===== src/rtl/scpc_pkg.sv =====
// Shared types and constants for the stepper command packet controller.
// Depends on nothing; every rtl file imports it.
package scpc_pkg;

  localparam int unsigned QUEUE_DEPTH = 2;
  localparam int unsigned QPTR_W      = $clog2(QUEUE_DEPTH);
  localparam int unsigned QCNT_W      = $clog2(QUEUE_DEPTH + 1);
  localparam int unsigned PULSES_W    = 5;

  localparam logic [1:0] OP_PACKET = 2'd0;
  localparam logic [1:0] OP_TICK   = 2'd1;
  localparam logic [1:0] OP_LOAD   = 2'd2;

  localparam logic [7:0] CHR_MOVE     = 8'h4D;  // 'M'
  localparam logic [7:0] CHR_POSITION = 8'h50;  // 'P'
  localparam logic [7:0] CHR_ZERO     = 8'h30;  // '0'
  localparam logic [7:0] CHR_ONE      = 8'h31;  // '1'

  typedef enum logic [2:0] {
    RPL_NONE      = 3'd0,
    RPL_OK        = 3'd1,
    RPL_FAIL      = 3'd2,
    RPL_DONE      = 3'd3,
    RPL_OKDONE    = 3'd4,
    RPL_POSOKDONE = 3'd5
  } reply_t;

  typedef enum logic [2:0] {
    K_NONE,
    K_FAIL,
    K_MOVE,
    K_POS_ZERO,
    K_POS_KEEP,
    K_POS_REPORT,
    K_TICK,
    K_LOAD
  } kind_t;

  typedef enum logic [1:0] {
    DIR_KEEP,
    DIR_FWD,
    DIR_REV
  } dir_sel_t;

  // One classified item as it waits between front and back.
  typedef struct packed {
    kind_t       kind;
    dir_sel_t    dir_sel;
    logic [31:0] data;     // step count in the low half for a move, value for a load
  } cmd_t;

endpackage


===== src/rtl/scpc_front.sv =====
// Front end: decodes an input item, checks packet checksums, builds a command.
// Depends on scpc_pkg.
module scpc_front (
  input  logic [1:0]          opcode,
  input  logic [7:0]          byte0,
  input  logic [7:0]          byte1,
  input  logic [7:0]          byte2,
  input  logic [7:0]          byte3,
  input  logic [7:0]          byte4,
  input  logic [7:0]          byte5,
  input  logic [7:0]          byte6,
  input  logic [7:0]          byte7,
  input  logic signed [31:0]  new_position,
  output scpc_pkg::cmd_t      cmd
);
  import scpc_pkg::*;

  logic [15:0] move_sum;
  logic [15:0] pos_sum;
  logic        move_ok;
  logic        pos_ok;

  assign pos_sum  = 16'(byte0) + 16'(byte1) + 16'(byte2);
  assign move_sum = pos_sum + 16'(byte3) + 16'(byte4);
  assign move_ok  = (move_sum == {byte7, byte6});
  assign pos_ok   = (pos_sum == {byte5, byte4});

  always_comb begin
    cmd.kind    = K_NONE;
    cmd.dir_sel = DIR_KEEP;
    cmd.data    = {16'd0, byte4, byte3};
    unique case (opcode)
      OP_PACKET: begin
        priority if (byte0 == CHR_MOVE) begin
          if (!move_ok) begin
            cmd.kind = K_FAIL;
          end else begin
            cmd.kind = K_MOVE;
            priority if (byte1 == CHR_ZERO) cmd.dir_sel = DIR_FWD;
            else if (byte1 == CHR_ONE)      cmd.dir_sel = DIR_REV;
            else                            cmd.dir_sel = DIR_KEEP;
          end
        end else if (byte0 == CHR_POSITION) begin
          priority if (!pos_ok)          cmd.kind = K_FAIL;
          else if (byte1 == CHR_ZERO)    cmd.kind = K_POS_ZERO;
          else if (byte1 == CHR_ONE)     cmd.kind = K_POS_REPORT;
          else                           cmd.kind = K_POS_KEEP;
        end else begin
          cmd.kind = K_NONE;
        end
      end
      OP_TICK: cmd.kind = K_TICK;
      OP_LOAD: begin
        cmd.kind = K_LOAD;
        cmd.data = new_position;
      end
      default: cmd.kind = K_NONE;
    endcase
  end

endmodule


===== src/rtl/scpc_queue.sv =====
// Short command queue between front and back end.
// Depends on scpc_pkg.
module scpc_queue (
  input  logic           clk,
  input  logic           rst,
  input  logic           push,
  input  scpc_pkg::cmd_t push_cmd,
  input  logic           pop,
  output logic           full,
  output logic           not_empty,
  output scpc_pkg::cmd_t head
);
  import scpc_pkg::*;

  cmd_t              slots [QUEUE_DEPTH];
  logic [QPTR_W-1:0] wr_ptr;
  logic [QPTR_W-1:0] rd_ptr;
  logic [QCNT_W-1:0] count;

  assign full      = (count == QCNT_W'(QUEUE_DEPTH));
  assign not_empty = (count != '0);
  assign head      = slots[rd_ptr];

  always_ff @(posedge clk) begin
    if (push) slots[wr_ptr] <= push_cmd;
  end

  always_ff @(posedge clk) begin
    if (rst) begin
      wr_ptr <= '0;
      rd_ptr <= '0;
      count  <= '0;
    end else begin
      if (push) begin
        wr_ptr <= (wr_ptr == QPTR_W'(QUEUE_DEPTH - 1)) ? '0 : wr_ptr + 1'b1;
      end
      if (pop) begin
        rd_ptr <= (rd_ptr == QPTR_W'(QUEUE_DEPTH - 1)) ? '0 : rd_ptr + 1'b1;
      end
      unique case ({push, pop})
        2'b10:   count <= count + 1'b1;
        2'b01:   count <= count - 1'b1;
        default: count <= count;
      endcase
    end
  end

  a_no_overflow: assert property (@(posedge clk) disable iff (rst)
    push |-> (!full || pop))
    else $error("queue push while full");
  a_no_underflow: assert property (@(posedge clk) disable iff (rst)
    pop |-> not_empty)
    else $error("queue pop while empty");
  a_count_grows: assert property (@(posedge clk) disable iff (rst)
    (push && !pop) |=> (count == $past(count) + 1'b1))
    else $error("queue count did not advance on push");

endmodule


===== src/rtl/scpc_back.sv =====
// Back end: executes queued commands against motor state, holds the result register.
// Depends on scpc_pkg.
module scpc_back #(
  parameter int unsigned MICROSTEPS = 16
) (
  input  logic                              clk,
  input  logic                              rst,
  input  logic                              cmd_valid,
  input  scpc_pkg::cmd_t                    cmd,
  output logic                              cmd_pop,
  output logic                              out_valid,
  input  logic                              out_stall,
  output logic [2:0]                        reply,
  output logic signed [31:0]                position,
  output logic                              stepped,
  output logic                              dir_level,
  output logic [scpc_pkg::PULSES_W-1:0]     pulses
);
  import scpc_pkg::*;

  logic [15:0]        steps_left;
  logic               forward;
  logic signed [31:0] position_count;

  logic [15:0]        steps_left_next;
  logic               forward_next;
  logic signed [31:0] position_count_next;
  reply_t             reply_next;
  logic               stepped_next;

  assign cmd_pop = cmd_valid && (!out_valid || !out_stall);

  always_comb begin
    steps_left_next     = steps_left;
    forward_next        = forward;
    position_count_next = position_count;
    reply_next          = RPL_NONE;
    stepped_next        = 1'b0;
    unique case (cmd.kind)
      K_NONE:       reply_next = RPL_NONE;
      K_FAIL:       reply_next = RPL_FAIL;
      K_MOVE: begin
        if (steps_left != '0) begin
          reply_next = RPL_FAIL;
        end else begin
          reply_next      = RPL_OK;
          steps_left_next = cmd.data[15:0];
          unique case (cmd.dir_sel)
            DIR_FWD: forward_next = 1'b1;
            DIR_REV: forward_next = 1'b0;
            default: forward_next = forward;
          endcase
        end
      end
      K_POS_ZERO: begin
        reply_next          = RPL_OKDONE;
        position_count_next = '0;
      end
      K_POS_KEEP:   reply_next = RPL_OKDONE;
      K_POS_REPORT: reply_next = RPL_POSOKDONE;
      K_TICK: begin
        if (steps_left != '0) begin
          stepped_next        = 1'b1;
          steps_left_next     = steps_left - 1'b1;
          position_count_next = forward ? position_count + 32'sd1
                                        : position_count - 32'sd1;
          if (steps_left == 16'd1) reply_next = RPL_DONE;
        end
      end
      K_LOAD:       position_count_next = $signed(cmd.data);
      default:      reply_next = RPL_NONE;
    endcase
  end

  // Result payload: load on pop, hold otherwise.
  always_ff @(posedge clk) begin
    if (cmd_pop) begin
      reply     <= reply_next;
      position  <= position_count_next;
      stepped   <= stepped_next;
      dir_level <= !forward_next;
      pulses    <= stepped_next ? PULSES_W'(MICROSTEPS) : '0;
    end
  end

  always_ff @(posedge clk) begin
    if (rst) begin
      steps_left     <= '0;
      forward        <= 1'b1;
      position_count <= '0;
      out_valid      <= 1'b0;
    end else begin
      if (cmd_pop) begin
        steps_left     <= steps_left_next;
        forward        <= forward_next;
        position_count <= position_count_next;
        out_valid      <= 1'b1;
      end else if (!out_stall) begin
        out_valid      <= 1'b0;
      end
    end
  end

  a_step_pulses: assert property (@(posedge clk) disable iff (rst)
    (out_valid && stepped) |-> (pulses == PULSES_W'(MICROSTEPS)))
    else $error("step issued without full pulse count");
  a_done_needs_step: assert property (@(posedge clk) disable iff (rst)
    (out_valid && reply == RPL_DONE) |-> stepped)
    else $error("DONE reply without a step");
  a_countdown: assert property (@(posedge clk) disable iff (rst)
    (cmd_pop && cmd.kind == K_TICK && steps_left != '0)
      |=> (steps_left == $past(steps_left) - 1'b1) && stepped && out_valid)
    else $error("tick did not count down pending steps");
  a_reported_position: assert property (@(posedge clk) disable iff (rst)
    cmd_pop |=> (position == position_count))
    else $error("reported position differs from state");

endmodule


===== src/rtl/stepper_command_packet_controller.sv =====
// Stepper command packet controller: front decode, command queue, back execute.
// A transfer in is held in a queue slot, then loaded into the result register.
// Throughput: one item per cycle while out_stall is low, set by the back-end state update.
// A two-entry queue and the result register let input and output stall independently.
// Reset (rst, synchronous, active high) empties the queue and the result register,
// clears the step count and position, and sets the direction forward.
module stepper_command_packet_controller #(
  parameter int unsigned MICROSTEPS = 16
) (
  input  logic               clk,
  input  logic               rst,
  // input channel
  input  logic               in_valid,
  output logic               in_stall,
  input  logic [1:0]         opcode,
  input  logic [7:0]         byte0,
  input  logic [7:0]         byte1,
  input  logic [7:0]         byte2,
  input  logic [7:0]         byte3,
  input  logic [7:0]         byte4,
  input  logic [7:0]         byte5,
  input  logic [7:0]         byte6,
  input  logic [7:0]         byte7,
  input  logic signed [31:0] new_position,
  // result channel
  output logic               out_valid,
  input  logic               out_stall,
  output logic [2:0]         reply,
  output logic signed [31:0] position,
  output logic               stepped,
  output logic               dir_level,
  output logic [4:0]         pulses
);
  import scpc_pkg::*;

  cmd_t front_cmd;
  cmd_t head_cmd;
  logic q_full;
  logic q_not_empty;
  logic q_pop;
  logic in_xfer;

  // Stall only on a full queue, so the front never waits on the output side directly.
  assign in_stall = q_full;
  assign in_xfer  = in_valid && !in_stall;

  // Classify the item and check its checksum in the same cycle it transfers.
  scpc_front u_front (
    .opcode       (opcode),
    .byte0        (byte0),
    .byte1        (byte1),
    .byte2        (byte2),
    .byte3        (byte3),
    .byte4        (byte4),
    .byte5        (byte5),
    .byte6        (byte6),
    .byte7        (byte7),
    .new_position (new_position),
    .cmd          (front_cmd)
  );

  // Hold classified commands until the back end can take them.
  scpc_queue u_queue (
    .clk       (clk),
    .rst       (rst),
    .push      (in_xfer),
    .push_cmd  (front_cmd),
    .pop       (q_pop),
    .full      (q_full),
    .not_empty (q_not_empty),
    .head      (head_cmd)
  );

  // Apply each command to steps, direction and position; drive the result register.
  scpc_back #(
    .MICROSTEPS (MICROSTEPS)
  ) u_back (
    .clk       (clk),
    .rst       (rst),
    .cmd_valid (q_not_empty),
    .cmd       (head_cmd),
    .cmd_pop   (q_pop),
    .out_valid (out_valid),
    .out_stall (out_stall),
    .reply     (reply),
    .position  (position),
    .stepped   (stepped),
    .dir_level (dir_level),
    .pulses    (pulses)
  );

endmodule


===== config.mk =====
export PLATFORM = sky130hd
export DESIGN_NAME = stepper_command_packet_controller
export DESIGN_NICKNAME = d
export VERILOG_FILES = /design/src/rtl/scpc_pkg.sv /design/src/rtl/scpc_front.sv /design/src/rtl/scpc_queue.sv /design/src/rtl/scpc_back.sv /design/src/rtl/stepper_command_packet_controller.sv
export SDC_FILE = /design/constraint.sdc
export NUM_CORES = 1
export LEC_CHECK = 0
export BUFFER_PORTS_ARGS = -buffer_cell sky130_fd_sc_hd__buf_2
export CORE_UTILIZATION = 30
export CTS_BUF_LIST = sky130_fd_sc_hd__clkbuf_8
export DETAILED_ROUTE_END_ITERATION = 16
export PLACE_DENSITY = 0.54
export SLEW_MARGIN = 5
export SYNTH_ARGS = -nofsm -noshare
export SYNTH_HDL_FRONTEND = slang
export SYNTH_SLANG_ARGS = --single-unit

===== constraint.sdc =====
create_clock -name clk -period 4.9 [get_ports clk]
set_clock_uncertainty 0.15 [all_clocks]
set_input_delay 0.245 -clock clk [delete_from_list [all_inputs] [get_ports clk]]
set_output_delay 0.245 -clock clk [all_outputs]
set_load 0.02 [all_outputs]

==> results of run 1 <==
area by class of cell:
cell class	count	area [um^2]	share of cell area
Timing Repair Buffer	204	1230	0.0974
Tap cell	455	569	0.0452
Multi-Input combinational cell	829	5680	0.451
Antenna cell	2	5.00	0.000397
Sequential cell	166	4440	0.352
Inverter	68	255	0.0203
Clock buffer	17	234	0.0186
Clock inverter	14	190	0.0151
logic make-up (layout without fill, tap and decap cells):
family          after synthesis  after routing  share of synthesized area
xor+xnor                     66             66                     0.0561
simple gates                332            332                      0.149
fa+ha+maj                    75             75                     0.0974
compound gates              312            312                      0.189
flops                       166            166                      0.420
other cells                   1              6                   0.000355
buf+inv                     123            303                     0.0485
mux                          40             40                     0.0390
state kept, by name, indices dropped and copies added (netlist names), 2 cells and up, named ones only:
| signal | flops |
|---|---|
| u_back.position | 32 |
| u_back.position_count | 32 |
| u_back.reply | 3 |
| u_back.steps_left | 16 |
| u_queue.count | 2 |
| u_queue.slots | 74 |
path summary, 6_finish.rpt:
kind,endpoint,depth (start not counted),slack (ns)
setup / recovery,u_queue.slots[0][35],18,0.14
hold / removal,u_queue.slots[1][15],3,0.03
hold reg to reg,u_back.position_count[2],2,0.34
setup reg to reg,u_back.position[18],11,0.90
worst max-delay path, cell delays in order:
cell and delay, ns:
buf_2 0.11, ha_1 0.20, inv_1 0.07, fa_1 0.43, buf_4 0.16, fa_1 0.42, xor2_1 0.26, buf_4 0.17
fa_1 0.45, fa_1 0.59, xor2_1 0.15, nand3_1 0.11, nor3_1 0.28, nand4_1 0.15, nor4_1 0.26, nand2_1 0.12
or3b_2 0.51, a31oi_2 0.20
through the flow:
stage / TNS (ns) / utilization
floorplan: 0 / -
global placement: -1.22 / 0.345
detailed placement: -2.26 / 0.345
CTS: 0 / 0.363
global route: 0 / 0.364
finish: 0 / 0.364
power by group:
part | internal, uW | total (uW) | switching, uW
combinational | 1620 | 4330 | 2710
sequential | 2030 | 2270 | 238
clock | 518 | 1070 | 555
total | 4160 | 7670 | 3500
synthesized netlist by cell type (7+ instances only):
master    count
o211ai_1      8
buf_4        10
o21bai_1     11
o21a_1       14
o21ai_0      66
a211oi_1     12
xnor2_1      43
dfxtp_1      55
edfxtp_1    111
nand3_1      17
nor3_1       27
ha_1         63
xor2_1       22
nand2_1     109
a31oi_1      10
a22oi_1      13
and2_1       17
a21o_1       21
o221ai_1     16
nand4_1       9
or3_1         7
mux2i_1      33
fa_1         12
nor2_1       94
clkbuf_1     36
nor2b_1       8
o21ai_1      15
inv_1        67
a21oi_1      83
nand2b_1     13
metal layers:
metal  vias up  global-route usage
li1       4374                   -
met1      4156               0.221
met2       248               0.253
met3        24              0.0249
met4         0              0.0375
met5         -                   0
what timing repair did:
action | 4_1_cts | 5_1_grt
hold buffers | 19 | 0
setup endpoints to repair | 0 | 8
endpoints found under the hold margin | 37 | 0
gates resized for setup | 0 | 9
==> results.json, run 1 <==
{
  "status": "completed",
  "critPathArrivalTime_ns": 4.90,
  "port_buffers": 141,
  "synth_edf_count": 111,
  "hold_slack_ns": 0.0334,
  "drt_pass1_iterations": 7,
  "synth_area_um2": 10600,
  "leakagePower_uw": 0.00520,
  "final_cells": 1755,
  "dp_cells": 1703,
  "via_count": 8802,
  "synth_flop_cell": "edfxtp_1",
  "die-area_um2": 35900,
  "grt_pass1_wl_um": 44700,
  "ys_async_sr_fraction": 0,
  "crit_type": "input port to register",
  "core-area_um2": 34500,
  "cts.sinks": 166,
  "fillCellCount": 3535,
  "syn_inst": 1115,
  "drv_slew": 0,
  "htree_num_levels": 4,
  "required_ns": 5.04,
  "cp-end-kind": "register",
  "synth_top_area_share": 0.316,
  "p_total_uw": 7670,
  "antenna_found_initial": 2,
  "fin_crit_ns": 4.76,
  "grt_max_degree": 69,
  "wl_per_cell_um": 16.3,
  "pre_cts_slack_ns": -0.391,
  "viasPerCell": 5.02,
  "clock_latency_ns": 0.45,
  "worst_pin_slew_ns": 1.10,
  "syn_area_per_cell_um2": 9.47,
  "synth_warnings": 0,
  "setup_viol": 0,
  "yosysSeqAreaShare": 0.420,
  "start_util": 0.306,
  "synth_area_leader_cell": "edfxtp_1",
  "wl_met3_um": 1410,
  "finalCritPeriodShare": 0.971,
  "ys_ff_latch": 166,
  "cp-startpoint": "byte0[0]",
  "cts-root-buf": "clkbuf_8",
  "syn_to_final_growth_pct": 19.3,
  "ant_nets": 0,
  "final_cell_mix": "buf_2, edfxtp_1, nand2_1, nor2_1, a21oi_1",
  "rsz0062_at_grt": "no",
  "wl_um": 28600,
  "hp-class": "input port to register",
  "clk_pin_slew_ns": 0.09,
  "fin_nets": 1463,
  "cts_tree": "done",
  "fmax_mhz": 210,
  "place_area_um2": 11900,
  "drt-met1-wl_um": 14000,
  "dr_wl_met2_um": 12900,
  "powerDensity_nw_per_um2": 609,
  "grt_pass1_vias": 8417,
  "rows": 68,
  "ioPinCount": 146,
  "clockBufferDepth": 2,
  "dr.first_iter.drc_count": 652,
  "layout_commonest_cell": "buf_2",
  "worst_slack_ns": 0.140,
  "r2r-start": "u_back.forward",
  "routed.top_layer": "met4",
  "fin_area_um2": 12600,
  "synth.distinct_cells": 75,
  "dpl.hpwl_um": 21500,
  "gr-total-overflow": 0,
  "postCtsSetupRepairBufs": 0,
  "slew_headroom": 0.268,
  "cap_violations": 0,
  "dieHeight_um": 190,
  "gp_congestion": 0.907,
  "grt_usage": 0.158,
  "drive_above_1_share": 0.190,
  "start_kind": "input port",
  "worstHoldStart": "new_position[15]",
  "die_w_um": 190,
  "drc_errors": 0,
  "hold_viol": 0,
  "synth_area_leaders": "edfxtp_1, dfxtp_1, ha_1",
  "numCtsBuffers": 17,
  "crit_fanout": 3,
  "vdd_drop_max_v": 0.000322
}
Note: power is estimated with default switching activity, not from simulation.
==> run 2, diff against run 1 <==
- clock period: 4.9 -> 4 ns (I/O delays scaled with it)
==> run 2 against run 1 <==
The flow now finishes with violations (setup timing). Worst setup slack worse by 0.45 ns. Hold slack worse by 0.0068 ns. Final area increased by 4.2%. Die area unchanged. First-iteration DRC count down 18%. Register-to-register slack lost 0.57 ns. Via count up 2.1%. Critical endpoint is now u_queue.slots[1][33]. Highest routed layer unchanged.
==> results.json, run 2 (synthesis results as in run 1) <==
{
  "reg2reg_to": "u_back.position_count[27]",
  "die_w_um": 190,
  "holdPathEnd": "u_queue.wr_ptr",
  "final_cell_mix": "buf_2, edfxtp_1, nand2_1, nor2_1, a21oi_1",
  "htree_num_levels": 4,
  "drt_pass1_iterations": 5,
  "r2r-start": "u_back.forward",
  "viasPerCell": 5.03,
  "powerDensity_nw_per_um2": 729,
  "cts.sinks": 166,
  "cpMostUsedCell": "a21oi_2",
  "via_count": 8985,
  "clockBufferDepth": 2,
  "syn_to_final_growth_pct": 24.3,
  "hp-class": "input port to register",
  "cp-startpoint": "byte1[1]",
  "grt_pass1_vias": 8634,
  "setup_viol": 8,
  "cts_tree": "done",
  "critPathArrivalTime_ns": 4.46,
  "hold_slack_ns": 0.0266,
  "layout_commonest_cell": "buf_2",
  "leakagePower_uw": 0.00539,
  "grt_pass1_wl_um": 45700,
  "drc_errors": 0,
  "clock_latency_ns": 0.47,
  "reg2reg_slack_ns": 0.33,
  "worst_slack_ns": -0.308,
  "fmax_mhz": 232,
  "slew_headroom": 0.285,
  "gr-max-usage-layer": "met2",
  "grt_usage": 0.162,
  "wl_per_cell_um": 16.4,
  "hold_viol": 0,
  "regMostFlops": "u_queue.slots",
  "cp_slowest_cell": "fa_1",
  "globalRouteMet2Util": 0.265,
  "dieHeight_um": 190,
  "crit_fanout": 5,
  "crit_chain": "buf_8, ha_4, a21o_1, a21oi_2, o21bai_1, a21oi_2, xnor2_2, ha_1, o211ai_1, o21a_1, xor2_2, fa_1, inv_1, ha_4, nand3_2, o21bai_4, nand2_1, a21oi_2, xor2_1, nor3_1, a31oi_1, or3b_4, nor3_4",
  "r2r_cells": 12,
  "status": "complete, but fails checks",
  "start_util": 0.306,
  "largest_reg_flops": 74,
  "ant_nets": 0,
  "finalCritPeriodShare": 1.08,
  "antenna_found_initial": 1,
  "ioPinCount": 146,
  "fin_area_um2": 13100,
  "use_met1": 0.222,
  "cap_violations": 0,
  "worst_path_largest_cell_delay_ns": 0.48,
  "holdPathStages": 4,
  "gp_congestion": 0.918,
  "place_area_um2": 12100,
  "start_kind": "input port",
  "reg.largest.list": "u_queue.slots x74, u_back.position x32, u_back.position_count x32",
  "dpl.hpwl_um": 21900,
  "rsz0062_at_grt": "yes",
  "rows": 68,
  "core-area_um2": 34500,
  "grt_max_degree": 45,
  "clk_pin_slew_ns": 0.10,
  "cp-end-kind": "register",
  "dr.first_iter.drc_count": 532,
  "drive_above_1_share": 0.230,
  "fin_crit_ns": 4.31,
  "worst_pin_slew_ns": 1.07,
  "required_ns": 4.16,
  "wl_um": 29400,
  "numCtsBuffers": 17,
  "grt_util_met3": 0.0240,
  "crit_type": "input port to register",
  "drv_slew": 0,
  "fin_nets": 1496,
  "cts-root-buf": "clkbuf_8",
  "port_buffers": 141,
  "worstHoldStart": "in_valid",
  "die-area_um2": 35900,
  "p_total_uw": 9560,
  "violations": "setup timing",
  "vdd_drop_max_v": 0.000295,
  "gr-total-overflow": 0
}
-- run 2: cell count changes in the layout (fill, tap and decap cells not counted), sizes merged --
cell         change
inv              +2
bufinv           -3
dlygate4sd3     +11
clkinv           +5
clkinvlp         -3
buf             +22
diode            -1
-- run 2: per-stage QoR --
stage,setup slack [ns],utilization,setup TNS (ns),instances
6_report,-0.308,0.380,-1.90,1788
5_1_grt,-0.457,0.380,-3.21,1787
2_1_floorplan,-0.401,-,-2.60,1118
3_3_place_gp,-0.870,0.352,-6.97,1717
4_1_cts,-0.239,0.375,-1.49,1782
3_5_place_dp,-0.945,0.352,-7.31,1717
-- run 2: how the worst max path moves through the flow --
stage                           endpoint  cells past startpoint
floorplan           u_queue.slots[0][33]                     23
detailed placement  u_queue.slots[0][33]                     16
CTS                 u_queue.slots[1][33]                     19
finish              u_queue.slots[1][33]                     23
global placement    u_queue.slots[0][33]                     16
global route        u_queue.slots[1][33]                     23
-- run 2: where the power goes --
part           internal (uW)  total (uW)  switching (uW)  leakage (uW)
sequential              2480        2750             266       0.00152
combinational           2160        5610            3450       0.00367
clock                    470        1200             734      0.000202
total                   5120        9560            4450       0.00539
-- run 2: layer usage --
layer / wire length (um) / vias to the layer above / share of wire
met4: 378 / 0 / 0.013
li1: - / 4436 / -
met3: 1370 / 26 / 0.047
met5: 0 / - / 0
met2: 13600 / 242 / 0.46
met1: 14000 / 4281 / 0.48
-- run 2: repair_timing --
| action | 4_1_cts | 5_1_grt |
|---|---|---|
| hold endpoints to repair | 59 | 0 |
| pin swaps | 19 | 38 |
| setup endpoints to repair | 8 | 8 |
| resized for setup | 20 | 30 |
| hold buffers | 30 | 0 |
| buffers inserted | 3 | 6 |
-- run 2: area by class of cell --
| cell class | instances | area (um^2) |
|---|---|---|
| Inverter | 68 | 258 |
| Tap cell | 455 | 569 |
| Fill cell | 3532 | 21400 |
| Clock buffer | 17 | 234 |
| Multi-Input combinational cell | 829 | 5930 |
| Antenna cell | 1 | 2.50 |
| Clock inverter | 15 | 160 |
| Sequential cell | 166 | 4440 |
| Timing Repair Buffer | 237 | 1540 |
-- run 2: worst max-delay path: cells and delay by family --
family	cells	cell delay (ns)
adders and majority gates	4	1.32
and+or+nand+nor	5	0.96
buffers and inverters	2	0.16
xor gates and xnor gates	3	0.48
AOI/OAI and AO/OA	9	1.31
==> run 3, diff against run 2 <==
- CELL_PAD_IN_SITES_DETAIL_PLACEMENT: not set -> 1
- CELL_PAD_IN_SITES_GLOBAL_PLACEMENT: not set -> 1
- CORE_ASPECT_RATIO: not set -> 1.1
- PLACE_DENSITY: 0.54 -> 0.65
==> run 3 against run 2 <==
The run still ends with setup timing left. First-iteration DRC count down 31%. Critical path type unchanged. Sequential power about the same. Worst setup slack worse by 0.080 ns. Sequential share of layout area down 0.13 points. Largest power group unchanged. Hold slack worse by 0.0058 ns. Non-clock buffer count up 15. Final area up 0.39%. Count of clock-buffer cells in the layout unchanged. Power up 1.2%. Routed wire length up 11%.
==> results.json, run 3 (synthesis results as in run 1) <==
{
  "via_count": 9206,
  "dieHeight_um": 199,
  "reg.largest.list": "u_queue.slots x74, u_back.position x32, u_back.position_count x32",
  "grt_pass1_vias": 9629,
  "fillCellCount": 3996,
  "clk_pin_slew_ns": 0.09,
  "final_cell_mix": "buf_2, edfxtp_1, nand2_1, nor2_1, buf_4",
  "hold_viol": 0,
  "viasPerCell": 5.15,
  "fin_area_um2": 13200,
  "antenna_found_initial": 3,
  "hp-class": "input port to register",
  "multi_input_area_um2": 5940,
  "cts-root-buf": "clkbuf_8",
  "gr-total-overflow": 0,
  "port_buffers": 141,
  "ant_nets": 0,
  "powerDensity_nw_per_um2": 735,
  "grt_pass1_wl_um": 51000,
  "cap_violations": 0,
  "drv_slew": 0,
  "vdd_drop_max_v": 0.000261,
  "seq_area_um2": 4440,
  "crit_type": "input port to register",
  "regMostFlops": "u_queue.slots",
  "clock_latency_ns": 0.48,
  "required_ns": 4.16,
  "drc_errors": 0,
  "status": "complete, but fails checks",
  "ioPinCount": 146,
  "gp_congestion": 0.930,
  "die_w_um": 181,
  "fin_crit_ns": 4.39,
  "dr.first_iter.drc_count": 365,
  "rows": 71,
  "htree_num_levels": 4,
  "drive_above_1_share": 0.235,
  "die-area_um2": 35900,
  "critPathArrivalTime_ns": 4.54,
  "pre_cts_slack_ns": -1.02,
  "start_util": 0.307,
  "clockBufferDepth": 2,
  "layout_commonest_cell": "buf_2",
  "worst_slack_ns": -0.388,
  "cts_tree": "done",
  "grt_max_degree": 45,
  "leakagePower_uw": 0.00542,
  "violations": "setup timing",
  "core-area_um2": 34400,
  "place_area_um2": 12100,
  "finalCritPeriodShare": 1.10,
  "dpl.hpwl_um": 23900,
  "setup_viol": 10,
  "drt_pass1_iterations": 5,
  "numCtsBuffers": 17,
  "cts.sinks": 166,
  "syn_to_final_growth_pct": 24.8,
  "grt_usage": 0.181,
  "fmax_mhz": 228,
  "fin_nets": 1511,
  "cp-end-kind": "register",
  "wl_per_cell_um": 18.2,
  "start_kind": "input port",
  "crit_fanout": 3,
  "worst_pin_slew_ns": 1.08,
  "wl_um": 32500,
  "slew_headroom": 0.275,
  "largest_reg_flops": 74,
  "rsz0062_at_grt": "yes"
}
-- run 3: what timing repair did --
item | CTS | global route
setup endpoints to repair | 8 | 11
pin swaps | 26 | 20
resized for setup | 26 | 17
endpoints found under the hold margin | 61 | 0
hold buffers | 31 | 0
setup buffers | 15 | 10
-- run 3: area by class of cell --
cell class / count / share of cell area
multi-input cells: 829 / 0.451
well taps: 438 / 0.0416
inverters: 68 / 0.0197
diodes: 1 / 0.000190
flip-flops and latches: 166 / 0.337
repair buffers: 252 / 0.126
clock inverters: 15 / 0.00798
clock buffers: 17 / 0.0178
-- run 3: path summary, 6_finish.rpt --
path | to | depth (start not counted) | startpoint | slack, ns
worst min register to register | u_back.position_count[8] | 2 | u_back.position_count[8] | 0.34
worst min-delay path | u_queue.slots[0][1] | 3 | new_position[1] | 0.02
worst max-delay path | u_queue.slots[0][33] | 24 | byte1[0] | -0.39
worst max register to register | u_back.position[31] | 12 | u_back.forward | 0.30
-- run 3: metal layers --
metal,vias up,share of wire,GRT usage,wire [um]
li1,4474,-,-,-
met1,4530,0.46,0.227,15000
met2,175,0.50,0.328,16200
met3,25,0.031,0.0267,1000
met4,2,0.011,0.0399,349
met5,-,0.00025,0,8
-- run 3: report_power, final --
group | leakage (uW) | internal [uW] | total [uW] | switching [uW]
Clock | 0.000169 | 430 | 1090 | 662
Combinational | 0.00374 | 2250 | 5830 | 3580
Sequential | 0.00152 | 2480 | 2750 | 270
Total | 0.00542 | 5160 | 9680 | 4520
-- run 3: critical path: stages --
cell and delay (ns):
buf_8 0.10, ha_4 0.15, inv_2 0.05, fa_2 0.22
nor2b_2 0.05, o31a_1 0.31, o31ai_2 0.26, a21boi_2 0.22
ha_1 0.17, nand2_1 0.09, o31ai_2 0.28, nand2b_4 0.19
nand2_4 0.05, fa_1 0.49, inv_2 0.05, ha_4 0.17
a211oi_4 0.22, nand2_1 0.11, a21oi_2 0.19, xor2_2 0.11
nor3_2 0.19, a31oi_1 0.07, or3b_4 0.43, nor3_4 0.18
-- run 3: per-stage QoR --
| stage | total power [uW] | hold WS, ns | std cells | TNS (ns) | util |
|---|---|---|---|---|---|
| global placement | 8200 | 0.312 | 1697 | -6.19 | 0.352 |
| detailed placement | 8350 | 0.334 | 1697 | -8.39 | 0.352 |
| floorplan | 6730 | 0.214 | 1118 | -2.60 | - |
| finish | 9680 | 0.0208 | 1786 | -3.07 | 0.383 |
| global route | 10400 | 0.0301 | 1786 | -5.25 | 0.383 |
| CTS | 9590 | 0.00537 | 1775 | -2.67 | 0.378 |
